<file path="src/hdl/sbd_pkg.sv">
// shared types and constants for the sector block device register block
// no dependencies; used by sbd_front, sbd_queue, sbd_back and the top level
package sbd_pkg;

  // register select codes on the byte bus
  localparam logic [2:0] SEL_LBA_LO = 3'd0;
  localparam logic [2:0] SEL_LBA_HI = 3'd1;
  localparam logic [2:0] SEL_STATUS = 3'd2;
  localparam logic [2:0] SEL_DATA   = 3'd3;
  localparam logic [2:0] SEL_CMD    = 3'd4;

  // access kinds
  localparam logic KIND_READ  = 1'b0;
  localparam logic KIND_WRITE = 1'b1;

  // configuration register index (paddr bit 2)
  localparam logic REG_READ_CMD  = 1'b0;
  localparam logic REG_WRITE_CMD = 1'b1;

  // device status values
  localparam logic STATUS_READY = 1'b0;
  localparam logic STATUS_ERROR = 1'b1;

  // request queue between front and back
  localparam int QUEUE_DEPTH = 2;
  localparam int QPTR_W      = 1;
  localparam int QCNT_W      = 2;

  // classified operations
  typedef enum logic [3:0] {
    OP_NOP       = 4'd0,
    OP_RD_LBA_LO = 4'd1,
    OP_RD_LBA_HI = 4'd2,
    OP_RD_STATUS = 4'd3,
    OP_RD_DATA   = 4'd4,
    OP_WR_LBA_LO = 4'd5,
    OP_WR_LBA_HI = 4'd6,
    OP_WR_DATA   = 4'd7,
    OP_LOAD      = 4'd8,
    OP_STORE     = 4'd9
  } op_code_t;

  typedef struct packed {
    op_code_t    op;
    logic [7:0]  data;
  } req_t;

  typedef struct packed {
    logic full;
    logic empty;
  } q_status_t;

endpackage

</file>
<file path="src/hdl/sbd_front.sv">
// front end: apb command registers, request handshake and classification
// depends on sbd_pkg
module sbd_front (
  input  logic                 clk,
  input  logic                 rst,
  input  logic                 start,
  output logic                 busy,
  input  logic                 kind,
  input  logic [2:0]           reg_select,
  input  logic [7:0]           write_byte,
  input  logic                 psel,
  input  logic                 penable,
  input  logic                 pwrite,
  input  logic [2:0]           paddr,
  input  logic [31:0]          pwdata,
  output logic [31:0]          prdata,
  output logic                 pready,
  input  sbd_pkg::q_status_t   q_status,
  input  logic                 clearing,
  output logic                 push,
  output sbd_pkg::req_t        req
);

  logic [7:0] read_command;
  logic [7:0] write_command;
  logic       cfg_wr;

  assign pready = 1'b1;
  assign cfg_wr = psel & penable & pwrite;

  always_ff @(posedge clk) begin
    if (rst) begin
      read_command  <= 8'd1;
      write_command <= 8'd2;
    end else if (cfg_wr) begin
      if (paddr[2] == sbd_pkg::REG_READ_CMD) begin
        read_command <= pwdata[7:0];
      end else begin
        write_command <= pwdata[7:0];
      end
    end
  end

  always_comb begin
    if (paddr[2] == sbd_pkg::REG_READ_CMD) begin
      prdata = {24'd0, read_command};
    end else begin
      prdata = {24'd0, write_command};
    end
  end

  assign busy = clearing | q_status.full;
  assign push = start & ~busy;

  // classify the bus access; command bytes are matched here
  always_comb begin
    req.data = write_byte;
    req.op   = sbd_pkg::OP_NOP;
    if (kind == sbd_pkg::KIND_READ) begin
      unique case (reg_select)
        sbd_pkg::SEL_LBA_LO: req.op = sbd_pkg::OP_RD_LBA_LO;
        sbd_pkg::SEL_LBA_HI: req.op = sbd_pkg::OP_RD_LBA_HI;
        sbd_pkg::SEL_STATUS: req.op = sbd_pkg::OP_RD_STATUS;
        sbd_pkg::SEL_DATA:   req.op = sbd_pkg::OP_RD_DATA;
        default:             req.op = sbd_pkg::OP_NOP;
      endcase
    end else begin
      unique case (reg_select)
        sbd_pkg::SEL_LBA_LO: req.op = sbd_pkg::OP_WR_LBA_LO;
        sbd_pkg::SEL_LBA_HI: req.op = sbd_pkg::OP_WR_LBA_HI;
        sbd_pkg::SEL_DATA:   req.op = sbd_pkg::OP_WR_DATA;
        sbd_pkg::SEL_CMD: begin
          // read command wins when both bytes match
          if (write_byte == read_command) begin
            req.op = sbd_pkg::OP_LOAD;
          end else if (write_byte == write_command) begin
            req.op = sbd_pkg::OP_STORE;
          end else begin
            req.op = sbd_pkg::OP_NOP;
          end
        end
        default:             req.op = sbd_pkg::OP_NOP;
      endcase
    end
  end

endmodule

</file>
<file path="config.mk">
export PLATFORM = sky130hd
export DESIGN_NAME = sbd_front
export DESIGN_NICKNAME = d
export VERILOG_FILES = /design/src/hdl/sbd_pkg.sv /design/src/hdl/sbd_front.sv
export SDC_FILE = /design/constraint.sdc
export NUM_CORES = 1
export LEC_CHECK = 0
export CORE_MARGIN = 4
export CORE_UTILIZATION = 56
export CTS_CLUSTER_SIZE = 12
export DETAILED_ROUTE_END_ITERATION = 8
export DONT_BUFFER_PORTS = 1
export GPL_TIMING_DRIVEN = 1
export PLACE_DENSITY = 0.74
export SETUP_SLACK_MARGIN = 0.1
export SLEW_MARGIN = 20
export SYNTH_ARGS = -nofsm -noshare
export SYNTH_HDL_FRONTEND = slang
export SYNTH_SLANG_ARGS = --single-unit
</file>
<file path="constraint.sdc">
create_clock -name clk -period 1.3 [get_ports clk]
set_clock_uncertainty 0.05 [all_clocks]
set_input_delay 0.13 -clock clk [delete_from_list [all_inputs] [get_ports clk]]
set_output_delay 0.13 -clock clk [all_outputs]
set_load 0.02 [all_outputs]
</file>
==> impl_metrics.json <==
{
  "status": "complete, but fails checks",
  "violations": "negative setup slack",
  "core-area_mm2": 0.00200,
  "drtIter0Drc": 8,
  "whs_ns": 0.0214,
  "grt_pass1_wl_um": 3950,
  "postSynthCellCount": 155,
  "diodes": 0,
  "track_usage": 0.187,
  "drive_gt1_frac": 0.313,
  "ys_types": 24,
  "die_area_mm2": 0.00295,
  "path_clk_slew_ns": 0.10,
  "slew_violations": 0,
  "yosysMostFrequentCell": "nand2_1",
  "setup_tns_ns": -1.27,
  "clock.fmax_ghz": 0.514,
  "worstSetupPathType": "reg2out",
  "first_global_vias": 916,
  "async_flop_share": 0,
  "hold_viol": 0,
  "r2r_slack_ns": 0.42,
  "wl_per_cell_um": 13.5,
  "cp_max_fo": 2,
  "setup_ws_ns": -0.647,
  "drtPass1Iterations": 4,
  "grt_max_degree": 17,
  "yosysWarnings": 0,
  "finalSetupViolCount": 3,
  "placementRows": 16,
  "synth-edff-count": 0,
  "power_density_mw_per_mm2": 737,
  "max_stage_delay_ns": 0.35,
  "antenna_found_initial": 0,
  "synth_area_leader_cell": "dfxtp_1",
  "hp-class": "in2reg",
  "combPwrFrac": 0.244,
  "placed_area_mm2": 0.00122,
  "synth.avg_cell_area_um2": 7.75,
  "place.port_buffers": 0,
  "cts_max_level": 1,
  "fin_cells": 206,
  "path_cells": "xor2_2, nor4_4, nand2_1, a2111oi_4, buf_4",
  "cts.sinks": 16,
  "peakVddDrop_uv": 877,
  "synth_top_cells_by_count": "nand2_1 (35), buf_4 (33), a21oi_1 (16), dfxtp_1 (16), xnor2_1 (9)",
  "synth-seq-cells": 16,
  "critPathLaunchType": "register",
  "fin_crit_ns": 1.95,
  "num_vias": 1006,
  "die_y_um": 54.3,
  "cts_root_buf": "clkbuf_4",
  "cts_tree": "yes",
  "rsz0062_at_grt": "yes",
  "avgViaCountPerCell": 4.88,
  "switching_share": 0.295,
  "p_clk_frac": 0.293,
  "fin_util": 0.751,
  "place_congestion": 0.820,
  "start_util": 0.600,
  "synthFlopType": "dfxtp_1",
  "p_leak_nw": 0.639,
  "dp_hpwl_um": 2050,
  "io_pins": 103,
  "period_share": 1.50,
  "drv_cap": 0,
  "arrival_ns": 1.77,
  "synth_top_area_share": 0.267,
  "synth_area_mm2": 0.00120,
  "relSlewSlack": 0.624,
  "p_seq_frac": 0.463,
  "crit_path_top_delay_cell": "dfxtp_2",
  "max_slew.worst_pin.slew_ns": 0.562,
  "ant_nets": 0,
  "cts.path.max_buffers": 2,
  "p_int_w": 0.000782,
  "wirelength_um": 2790,
  "cts_buffers": 3,
  "post-place-cells": 187,
  "areaGrowthSynthToFinish_pct": 25.2,
  "required_ns": 1.12,
  "insertion_delay_ns": 0.29,
  "overflow": 0,
  "dieWidth_um": 54.3,
  "ys_seq_area_frac": 0.267,
  "nets": 236,
  "cp-end-kind": "output port",
  "p_switching_w": 0.000327,
  "netlist_top_cells_area": "dfxtp_1 (27%), buf_4 (21%), nand2_1 (11%), mux2_2 (7.5%), a21oi_1 (6.7%)",
  "final_area_mm2": 0.00150,
  "route.detailed.drc": 0
}
-- placed cells by master (no fill, tap or decap), types with 6 or more instances in the layout --
cell,count
a21oi_1,16
buf_4,11
buf_6,13
conb_1,25
dfxtp_2,13
dlygate4sd3_1,9
mux2_4,8
nand2_1,35
xnor2_1,9
xor2_1,6
-- worst paths after layout --
kind | depth (start not counted) | start | to
max | 5 | write_command[5] | req[11]
min | 3 | paddr[2] | read_command[4]
max reg2reg | 4 | write_command[4] | write_command[4]
min reg2reg | 2 | read_command[7] | read_command[7]
-- area by class of cell --
class	instances	area [µm²]
sequential	16	337
inverter	3	11.3
fill	155	498
multi-input combinational	123	767
timing repair buffer	33	319
clock buffer	4	36.3
tap	27	33.8
-- power groups by stage --
stage / registers (W) / logic, W / clock network, W
6_report: 0.000513 / 0.000270 / 0.000325
5_1_grt: 0.000515 / 0.000291 / 0.000346
2_1_floorplan: 0.000521 / 0.000278 / 0
3_3_place_gp: 0.000521 / 0.000209 / 0
3_5_place_dp: 0.000522 / 0.000211 / 0
4_1_cts: 0.000513 / 0.000256 / 0.000330
-- metal layers --
layer,vias up,GRT usage,routed length [µm]
met3,4,0.0572,288
met5,-,0,0
met1,456,0.216,1040
li1,495,-,-
met4,0,0.0664,29
met2,51,0.323,1430
-- registers in the layout (all words and copies together), names as in the netlist --
name	count
read_command	8
write_command	8
-- stage by stage --
stage,setup slack [ns],total power (W)
floorplan,-0.176,0.000799
global placement,-0.302,0.000729
detailed placement,-0.338,0.000733
CTS,-0.663,0.00110
global route,-0.762,0.00115
finish,-0.647,0.00111
-- what timing repair did --
| action | in CTS | in global routing |
|---|---|---|
| hold buffers | 9 | 0 |
| endpoints found under the hold margin | 16 | 0 |
| endpoints found under the setup margin | 10 | 10 |
| pin swaps | 2 | 4 |
| setup buffers | 1 | 7 |
| gates resized for setup | 25 | 8 |
-- critical path: cells and delay by family, from the launching register on --
| family | cells | cell delay (ns) |
|---|---|---|
| xor+xnor | 1 | 0.15 |
| flops | 1 | 0.35 |
| compound gates | 1 | 0.35 |
| buf+inv | 1 | 0.19 |
| simple gates | 2 | 0.43 |
-- cell families after synthesis --
group                  share of synthesized area
AND/OR/NAND/NOR                            0.210
buffers and inverters                      0.226
AO/OA/AOI/OAI                             0.0917
XOR/XNOR                                   0.124
flip-flops                                 0.267
multiplexers                              0.0750
other                                    0.00625
No activity file was read; power rests on OpenSTA's default activity.
