==> src/hdl/sbd_pkg.sv <==
// shared types and constants for the sector block device register block
// no dependencies; used by sbd_front, sbd_queue, sbd_back and the top level
package sbd_pkg;

  // register select codes on the byte bus
  localparam logic [2:0] SEL_LBA_LO = 3'd0;
  localparam logic [2:0] SEL_LBA_HI = 3'd1;
  localparam logic [2:0] SEL_STATUS = 3'd2;
  localparam logic [2:0] SEL_DATA   = 3'd3;
  localparam logic [2:0] SEL_CMD    = 3'd4;

  // access kinds
  localparam logic KIND_READ  = 1'b0;
  localparam logic KIND_WRITE = 1'b1;

  // configuration register index (paddr bit 2)
  localparam logic REG_READ_CMD  = 1'b0;
  localparam logic REG_WRITE_CMD = 1'b1;

  // device status values
  localparam logic STATUS_READY = 1'b0;
  localparam logic STATUS_ERROR = 1'b1;

  // request queue between front and back
  localparam int QUEUE_DEPTH = 2;
  localparam int QPTR_W      = 1;
  localparam int QCNT_W      = 2;

  // classified operations
  typedef enum logic [3:0] {
    OP_NOP       = 4'd0,
    OP_RD_LBA_LO = 4'd1,
    OP_RD_LBA_HI = 4'd2,
    OP_RD_STATUS = 4'd3,
    OP_RD_DATA   = 4'd4,
    OP_WR_LBA_LO = 4'd5,
    OP_WR_LBA_HI = 4'd6,
    OP_WR_DATA   = 4'd7,
    OP_LOAD      = 4'd8,
    OP_STORE     = 4'd9
  } op_code_t;

  typedef struct packed {
    op_code_t    op;
    logic [7:0]  data;
  } req_t;

  typedef struct packed {
    logic full;
    logic empty;
  } q_status_t;

endpackage

==> src/hdl/sbd_queue.sv <==
// two-entry request queue between the front end and the back end
// depends on sbd_pkg
module sbd_queue (
  input  logic                 clk,
  input  logic                 rst,
  input  logic                 push,
  input  sbd_pkg::req_t        req,
  input  logic                 pop,
  output sbd_pkg::req_t        head,
  output sbd_pkg::q_status_t   q_status
);

  sbd_pkg::req_t                  entries [sbd_pkg::QUEUE_DEPTH];
  logic [sbd_pkg::QPTR_W-1:0]     wr_ptr;
  logic [sbd_pkg::QPTR_W-1:0]     rd_ptr;
  logic [sbd_pkg::QCNT_W-1:0]     count;

  assign head           = entries[rd_ptr];
  assign q_status.full  = (count == sbd_pkg::QCNT_W'(sbd_pkg::QUEUE_DEPTH));
  assign q_status.empty = (count == '0);

  always_ff @(posedge clk) begin
    if (push) begin
      entries[wr_ptr] <= req;
    end
  end

  always_ff @(posedge clk) begin
    if (rst) begin
      wr_ptr <= '0;
      rd_ptr <= '0;
      count  <= '0;
    end else begin
      if (push) begin
        wr_ptr <= wr_ptr + 1'b1;
      end
      if (pop) begin
        rd_ptr <= rd_ptr + 1'b1;
      end
      if (push && !pop) begin
        count <= count + 1'b1;
      end else if (pop && !push) begin
        count <= count - 1'b1;
      end
    end
  end

endmodule

==> config.mk <==
export PLATFORM = sky130hd
export DESIGN_NAME = sbd_queue
export DESIGN_NICKNAME = d
export VERILOG_FILES = /design/src/hdl/sbd_pkg.sv /design/src/hdl/sbd_queue.sv
export SDC_FILE = /design/constraint.sdc
export NUM_CORES = 1
export LEC_CHECK = 0
export BUFFER_PORTS_ARGS = -buffer_cell sky130_fd_sc_hd__buf_2
export CORE_MARGIN = 2
export CORE_UTILIZATION = 49
export DETAILED_ROUTE_END_ITERATION = 10
export HOLD_SLACK_MARGIN = 0.02
export MAX_ROUTING_LAYER = met4
export PLACE_DENSITY_LB_ADDON = 0.3
export SYNTH_ARGS = -nofsm -noshare
export SYNTH_HDL_FRONTEND = slang
export SYNTH_SLANG_ARGS = --single-unit
==> constraint.sdc <==
create_clock -name clk -period 1.8 [get_ports clk]
set_input_delay 0.36 -clock clk [delete_from_list [all_inputs] [get_ports clk]]
set_output_delay 0.36 -clock clk [all_outputs]
set_load 0.1 [all_outputs]
==> run_results.csv, run 1 <==
group,metric,value,unit
global_route,grt_antenna_before_repair,0,
worst_setup_path,critical_path_peak_fanout,6,
sta,clock.fmax,0.5758,GHz
pwr,net_switching_power_of_the_design,0.0005781,W
yosys,complex_gate_fraction_of_the_synthesized_area,0.9368,%
sta,final_period_minus_worst_setup_slack,1.737,ns
min_path,worst_hold_path_depth,1,
sta,max_slew.worst_pin.slew,0.5935,ns
worst_setup_path,worstPathArrival,1.38,ns
yosys,post_synth_and_or_nand_nor_area_fraction,4.333,%
floorplanning,placement_rows,16,
global_route,gr-usage-met3,5.655,%
sta,skew,0.005031,ns
pwr,total_power,0.001621,W
placement,routabilityCongestion,0.5948,
global_route,grt_pass1_wl,2794,um
worst_setup_path,critical_path_required,1.44,ns
yosys,synth.avg_cell_area,18.11,um^2
placement,portBuffers,29,
yosys,synth-seq-area-share,76.81,%
run,drv.max_cap_violation_count,0,
clock_network,clock_tree_from_tritoncts,"done",
worst_setup_path,worstSetupStartpointType,"flip-flop",
sta,slew_violations,0,
final_layout,antenna_cells,0,
pwr,seq_power_share,49.1,%
sta,setup-tns-final,0,ns
global_route,groute.layer.met1.usage,17.03,%
floorplanning,floorplan.initialDensity,53.38,%
worst_setup_path,slowest_delay,0.34,ns
yosys,synth_adder_area_share,1.171,%
global_route,track_usage,16.59,%
yosys,postSynthRegisterBits,29,
sta,relSlewSlack,60.43,%
global_route,grt_pass1_vias,639,
global_route,most_congested_layer_reported_by_global_routing,"met2",
pwr,worst_ir_drop_vdd,0.0006519,V
routing,vias_per_cell,4.857,
worst_setup_path,cp_slowest_cell,"sky130_fd_sc_hd__dfxtp_1",
pwr,power.static_leakage,0.5383,nW
global_route,grt_use_met2,25.66,%
sta,finalCritPeriodShare,96.49,%
yosys,synthesis.area,0.001069,mm^2
floorplanning,die-width,50.70,um
yosys,synthXorXnorAreaFrac,3.279,%
worst_setup_path,r2r-start,"wr_ptr",
routing,first_pass_iters,4,
yosys,dominantRegCellSynth,"sky130_fd_sc_hd__edfxtp_1",
min_path,worst_hold_path_type,"in2reg",
global_route,grt_overflow_total,0,
pwr,internal_power,0.001043,W
clock_network,cts.sink_count,29,
routing,remaining_drc_errors,0,
yosys,synthDistinctLibCells,15,
global_route,pin_count_of_the_biggest_net_entering_global_routing,13,
worst_setup_path,timing.critical_path.cells,"buf_4 > mux2_2 > buf_4",
clock_network,worst_skew_pair.late_latency,0.32,ns
pwr,power_density,1194,mW/mm^2
sta,layout_setup_ws,0.06322,ns
pwr,sw_frac_of_total,35.67,%
floorplanning,die-height,50.70,um
yosys,synthMuxAreaShare,12.65,%
final_layout,stdcell_area,0.001358,mm^2
routing,drt-initial-drc-count,7,
sta,finalSetupViolations,0,
sta,grt_setup_unrepaired,"false",
routing,drt_wl_total,1671,um
clock_network,clkTransAtPathRegs,0.09,ns
yosys,postSynth.asyncResetShare,0,%
clock_network,hold_buffers,0,
yosys,synth_edf_count,24,
min_path,hp-start,"req[2]",
worst_setup_path,critPathCaptureType,"output pin",
pwr,power.clock.fraction,21.8,%
floorplanning,floorplan.core_area,0.002002,mm^2
final_layout,final_layout_size_suffix_gt1_share,52.53,%
yosys,yosysWarnings,0,
clock_network,max-clock-path-buffers,2,
floorplanning,io-pin-count,30,
final_layout,area_growth,27.05,%
yosys,mapped_nets,76,
worst_setup_path,timing_worst_setup_path_type,"reg2out",
yosys,main_combinational_cell_family_by_area_after_synthesis,"multiplexers",
pwr,comb_power_share,29.1,%
placement,worst_slack_at_placement,0.3303,ns
clock_network,cts.htree.levels,2,
status,run_status,"complete, no violations",
final_layout,final_nets,115,
placement,detailedPlacementHpwl,1191,um
worst_setup_path,timing.reg2reg.setup_slack,0.55,ns
routing,routed-via-count,612,
routing,routedWlPerCell,13.26,um
clock_network,numCtsBuffers,5,
clock_network,root_buffer_cell,"sky130_fd_sc_hd__clkbuf_4",
placement,placement.cell_area,0.001275,mm^2
yosys,syn_inst,59,
worst_setup_path,critical_path.most_common_cell,"sky130_fd_sc_hd__buf_4",
floorplanning,dieArea,0.002570,mm^2
worst_setup_path,r2r_cells,1,
sta,finalHoldViolations,0,
routing,ant_nets,0,
[cells in the final DEF (no fill, tap or decap)]
cell                       Yosys  routed
sky130_fd_sc_hd__clkbuf_4      0       5
sky130_fd_sc_hd__buf_2         1      17
sky130_fd_sc_hd__clkbuf_1      0       2
sky130_fd_sc_hd__xnor2_1       2       2
sky130_fd_sc_hd__and2b_2       1       1
sky130_fd_sc_hd__a21oi_1       1       1
sky130_fd_sc_hd__o21ai_0       1       1
sky130_fd_sc_hd__ha_1          1       1
sky130_fd_sc_hd__dfxtp_1       5       5
sky130_fd_sc_hd__nor2b_1       1       1
sky130_fd_sc_hd__clkinv_1      0       1
sky130_fd_sc_hd__buf_6         0       1
sky130_fd_sc_hd__mux2_2       12      12
sky130_fd_sc_hd__edfxtp_1     24      24
sky130_fd_sc_hd__xor2_1        2       2
sky130_fd_sc_hd__buf_4         0      15
sky130_fd_sc_hd__nor2_1        5       4
sky130_fd_sc_hd__inv_1         1       1
sky130_fd_sc_hd__and2_1        1       1
sky130_fd_sc_hd__or3_1         1       1
sky130_fd_sc_hd__nor2_2        0       1
[metrics by stage]
stage               utilization (%)  instances  hold slack, ns
floorplan                         -         59          0.4291
global placement              63.69        118          0.4904
detailed placement            63.69        118          0.5185
CTS                           67.63        126          0.2078
global route                  67.81        126          0.1956
finish                        67.81        126          0.2191
[cell type report]
| class | count | area, um^2 |
|---|---|---|
| repair buffers | 33 | 209.0 |
| flip-flops and latches | 29 | 820.8 |
| multi-input cells | 28 | 241.5 |
| well taps | 27 | 33.78 |
| inverters | 1 | 3.754 |
| clock inverters | 1 | 3.754 |
| clock buffers | 7 | 45.04 |
| fillers | 153 | 644.4 |
[worst paths after layout]
path	to
hold reg to reg	count[1]
setup reg to reg	entries[1][3]
setup / recovery	head[9]
hold / removal	entries[0][2]
[critical path, delay by kind of cell, from the launching register on]
| kind | cells | cell delay [ns] |
|---|---|---|
| buffers and inverters | 2 | 0.39 |
| flip-flops | 1 | 0.34 |
| multiplexers | 1 | 0.34 |
[state kept, by name, indices dropped and copies added, names as in the netlist, named ones only]
name	flops
count	2
entries	24
rd_ptr	1
wr_ptr	1
[power groups by stage]
stage,sequential (W),combinational (W),clock (W)
final,0.000796,0.000471,0.000353
after detailed placement,0.000812,0.000452,0
after CTS,0.000797,0.000472,0.000364
after floorplan,0.000807,0.000372,0
after global routing,0.000801,0.000491,0.000400
after global placement,0.000808,0.000446,0
[logic make-up (layout without fill, tap and decap cells)]
kind of cell    after synthesis  in the layout
xor+xnor                      4              4
simple gates                  9              9
compound gates                2              2
buf+inv                       2             42
flops                        29             29
fa+ha+maj                     1              1
mux                          12             12
[cell usage after synthesis (2+ instances only)]
| master | count | share of area [%] |
|---|---|---|
| sky130_fd_sc_hd__xnor2_1 | 2 | 1.6 |
| sky130_fd_sc_hd__xor2_1 | 2 | 1.6 |
| sky130_fd_sc_hd__dfxtp_1 | 5 | 9.4 |
| sky130_fd_sc_hd__edfxtp_1 | 24 | 67 |
| sky130_fd_sc_hd__mux2_2 | 12 | 13 |
| sky130_fd_sc_hd__nor2_1 | 5 | 1.8 |
[metal layers]
layer	up-vias	wire, um
met3	8	103
met5	-	0
li1	295	-
met1	286	671
met2	23	839
met4	0	57
[timing repair]
item	CTS	global route
buffers inserted	0	0
setup endpoints to repair	12	1
gates resized for setup	12	1
No activity file was read; power rests on OpenSTA's default activity.
==> run 2, diff against run 1 <==
- ABC_AREA: not set -> 1
- CORE_UTILIZATION: 49 -> 50
==> run 2 against run 1 <==
Sequential power shrank 1%; combinational power grew 12%; total power grew 2.8%; final area grew 15%; non-clock buffer count shrank 1; sequential share of layout area shrank 7.8 points; clock power is essentially flat; critical path type unchanged.
==> run_results.csv, run 2 <==
group,metric,value,unit
placement,placement.cell_area,0.001508,mm^2
sta,max_slew.worst_pin.slew,0.4944,ns
routing,routed-via-count,657,
sta,clock.fmax,0.5707,GHz
final_layout,mostFrequentLayoutCell,"sky130_fd_sc_hd__edfxtp_1",
final_layout,stdcell_area,0.001558,mm^2
clock_network,cts.htree.levels,2,
worst_setup_path,critical_path_required,1.44,ns
floorplanning,floorplan.core_area,0.002170,mm^2
routing,routedWlPerCell,12.24,um
sta,finalCritPeriodShare,97.35,%
floorplanning,placement_rows,17,
worst_setup_path,worstPathArrival,1.39,ns
final_layout,final_nets,125,
final_layout,layout_common_cells,"sky130_fd_sc_hd__edfxtp_1 (24), sky130_fd_sc_hd__buf_2 (17), sky130_fd_sc_hd__buf_12 (12), sky130_fd_sc_hd__mux2_4 (10), sky130_fd_sc_hd__inv_1 (9)",
clock_network,postCtsSetupRepairBufs,0,
routing,remaining_drc_errors,0,
sta,setup-tns-final,0,ns
global_route,grt_pass1_wl,2663,um
routing,vias_per_cell,4.796,
clock_network,numCtsBuffers,5,
sta,grt_setup_unrepaired,"false",
min_path,hp-start,"req[4]",
global_route,pin_count_of_the_biggest_net_entering_global_routing,14,
min_path,worst_hold_path_type,"in2reg",
placement,routabilityCongestion,0.6413,
final_layout,largest_register_ff_count,24,
sta,finalHoldViolations,0,
worst_setup_path,r2r-start,"wr_ptr",
final_layout,area_growth,37.72,%
pwr,worst_ir_drop_vdd,0.0009871,V
clock_network,worst_skew_pair.late_latency,0.31,ns
global_route,grt_pass1_vias,672,
sta,final_period_minus_worst_setup_slack,1.752,ns
placement,portBuffers,29,
routing,drt_wl_total,1677,um
worst_setup_path,timing_worst_setup_path_type,"reg2out",
global_route,track_usage,15.58,%
sta,skew,0.006621,ns
yosys,synth_top_area_share,63.72,%
yosys,dominantRegCellSynth,"sky130_fd_sc_hd__edfxtp_1",
pwr,power.clock.fraction,21.0,%
clock_network,clkTransAtPathRegs,0.09,ns
yosys,yosys-top-cells-count,"sky130_fd_sc_hd__edfxtp_1 (24), sky130_fd_sc_hd__mux2_4 (10), sky130_fd_sc_hd__inv_1 (9)",
pwr,power.static_leakage,0.6620,nW
worst_setup_path,timing.critical_path.cells,"buf_4 > mux2_4 > buf_12",
placement,worst_slack_at_placement,0.3767,ns
yosys,postSynth.asyncResetShare,0,%
final_layout,biggestRegsByFlops,"entries x24, count x2",
pwr,comb_power_share,31.7,%
clock_network,max-clock-path-buffers,2,
yosys,yosys-top-cells-area,"sky130_fd_sc_hd__edfxtp_1 (64%), sky130_fd_sc_hd__mux2_4 (13%), sky130_fd_sc_hd__dfxtp_1 (8.8%)",
floorplanning,die-width,51.56,um
global_route,grt_overflow_total,0,
run,drv.max_cap_violation_count,0,
routing,ant_nets,0,
clock_network,hold_buffers,0,
final_layout,final_layout_size_suffix_gt1_share,47.71,%
floorplanning,die-height,51.56,um
clock_network,root_buffer_cell,"sky130_fd_sc_hd__clkbuf_4",
global_route,grt_antenna_before_repair,0,
routing,drt-initial-drc-count,7,
worst_setup_path,critical_path_peak_fanout,6,
yosys,synth.avg_cell_area,16.16,um^2
clock_network,cts.sink_count,29,
pwr,power_density,1070,mW/mm^2
pwr,sw_frac_of_total,33.53,%
worst_setup_path,cp_slowest_cell,"sky130_fd_sc_hd__dfxtp_1",
yosys,mapped_nets,87,
sta,slew_violations,0,
worst_setup_path,critPathCaptureType,"output pin",
yosys,synthDistinctLibCells,15,
yosys,synthesis.area,0.001131,mm^2
floorplanning,floorplan.initialDensity,52.13,%
pwr,net_switching_power_of_the_design,0.0005589,W
worst_setup_path,worstSetupStartpointType,"flip-flop",
sta,finalSetupViolations,0,
floorplanning,io-pin-count,30,
sta,relSlewSlack,67.00,%
pwr,internal_power,0.001108,W
yosys,yosysWarnings,0,
clock_network,cts_repair_resized_insts,0,
floorplanning,dieArea,0.002658,mm^2
placement,detailedPlacementHpwl,1308,um
yosys,synth-seq-area-share,72.57,%
final_layout,max_flop_register,"entries",
pwr,total_power,0.001667,W
clock_network,clock_tree_from_tritoncts,"done",
yosys,synth_most_common_cell,"sky130_fd_sc_hd__edfxtp_1",
yosys,netlist.top_cell.by_area,"sky130_fd_sc_hd__edfxtp_1",
routing,first_pass_iters,4,
status,run_status,"complete, no violations",
final_layout,antenna_cells,0,
pwr,seq_power_share,47.3,%
yosys,synth_edf_count,24,
yosys,postSynthRegisterBits,29,
sta,layout_setup_ws,0.04775,ns
worst_setup_path,slowest_delay,0.39,ns
yosys,syn_inst,70,
run 2: path summary, 6_finish.rpt:
path	slack, ns	cells after the start	endpoint
max	0.05	3	head[8]
min	0.23	1	entries[0][4]
max reg2reg	0.66	2	entries[1][1]
min reg2reg	0.53	2	wr_ptr
run 2: logic make-up after synthesis:
group | Yosys count | synth area share [%]
compound gates | 2 | 0.8841
xor+xnor | 1 | 0.7745
fa+ha+maj | 1 | 1.106
buf+inv | 10 | 3.982
flops | 29 | 72.57
mux | 12 | 15.26
simple gates | 15 | 5.420
run 2: cell type report:
cell class | count | area (um^2)
Clock buffer | 7 | 45.04
Clock inverter | 1 | 5.005
Fill cell | 168 | 611.8
Inverter | 9 | 33.78
Multi-Input combinational cell | 31 | 270.3
Sequential cell | 29 | 820.8
Tap cell | 28 | 35.03
Timing Repair Buffer | 32 | 347.8
run 2: stage by stage:
stage	utilization [%]	hold WS, ns	instances
floorplan	-	0.4324	70
global placement	69.49	0.4974	129
detailed placement	69.49	0.5159	129
CTS	71.80	0.2143	137
global route	71.80	0.2121	137
finish	71.80	0.2253	137
run 2: power by group through the flow:
stage	sequential, W	clock, W	combinational [W]
after CTS	0.000789	0.000363	0.000534
after floorplan	0.000799	0	0.000364
after global routing	0.000792	0.000381	0.000549
after global placement	0.000800	0	0.000525
after detailed placement	0.000804	0	0.000534
final	0.000788	0.000350	0.000529
run 2: critical path, delay by kind of cell, from the launching register on:
kind | cells | cell delay, ns
muxes | 1 | 0.32
buffers and inverters | 2 | 0.37
DFF | 1 | 0.39
run 2: metal layers:
metal / wire (um) / share of wire [%] / vias up / global-route usage, %
met4: 48 / 2.9 / 0 / 13.16
met3: 109 / 6.5 / 6 / 5.460
met2: 907 / 54 / 24 / 26.92
met5: 0 / 0 / - / -
met1: 611 / 36 / 306 / 13.16
li1: - / - / 321 / -
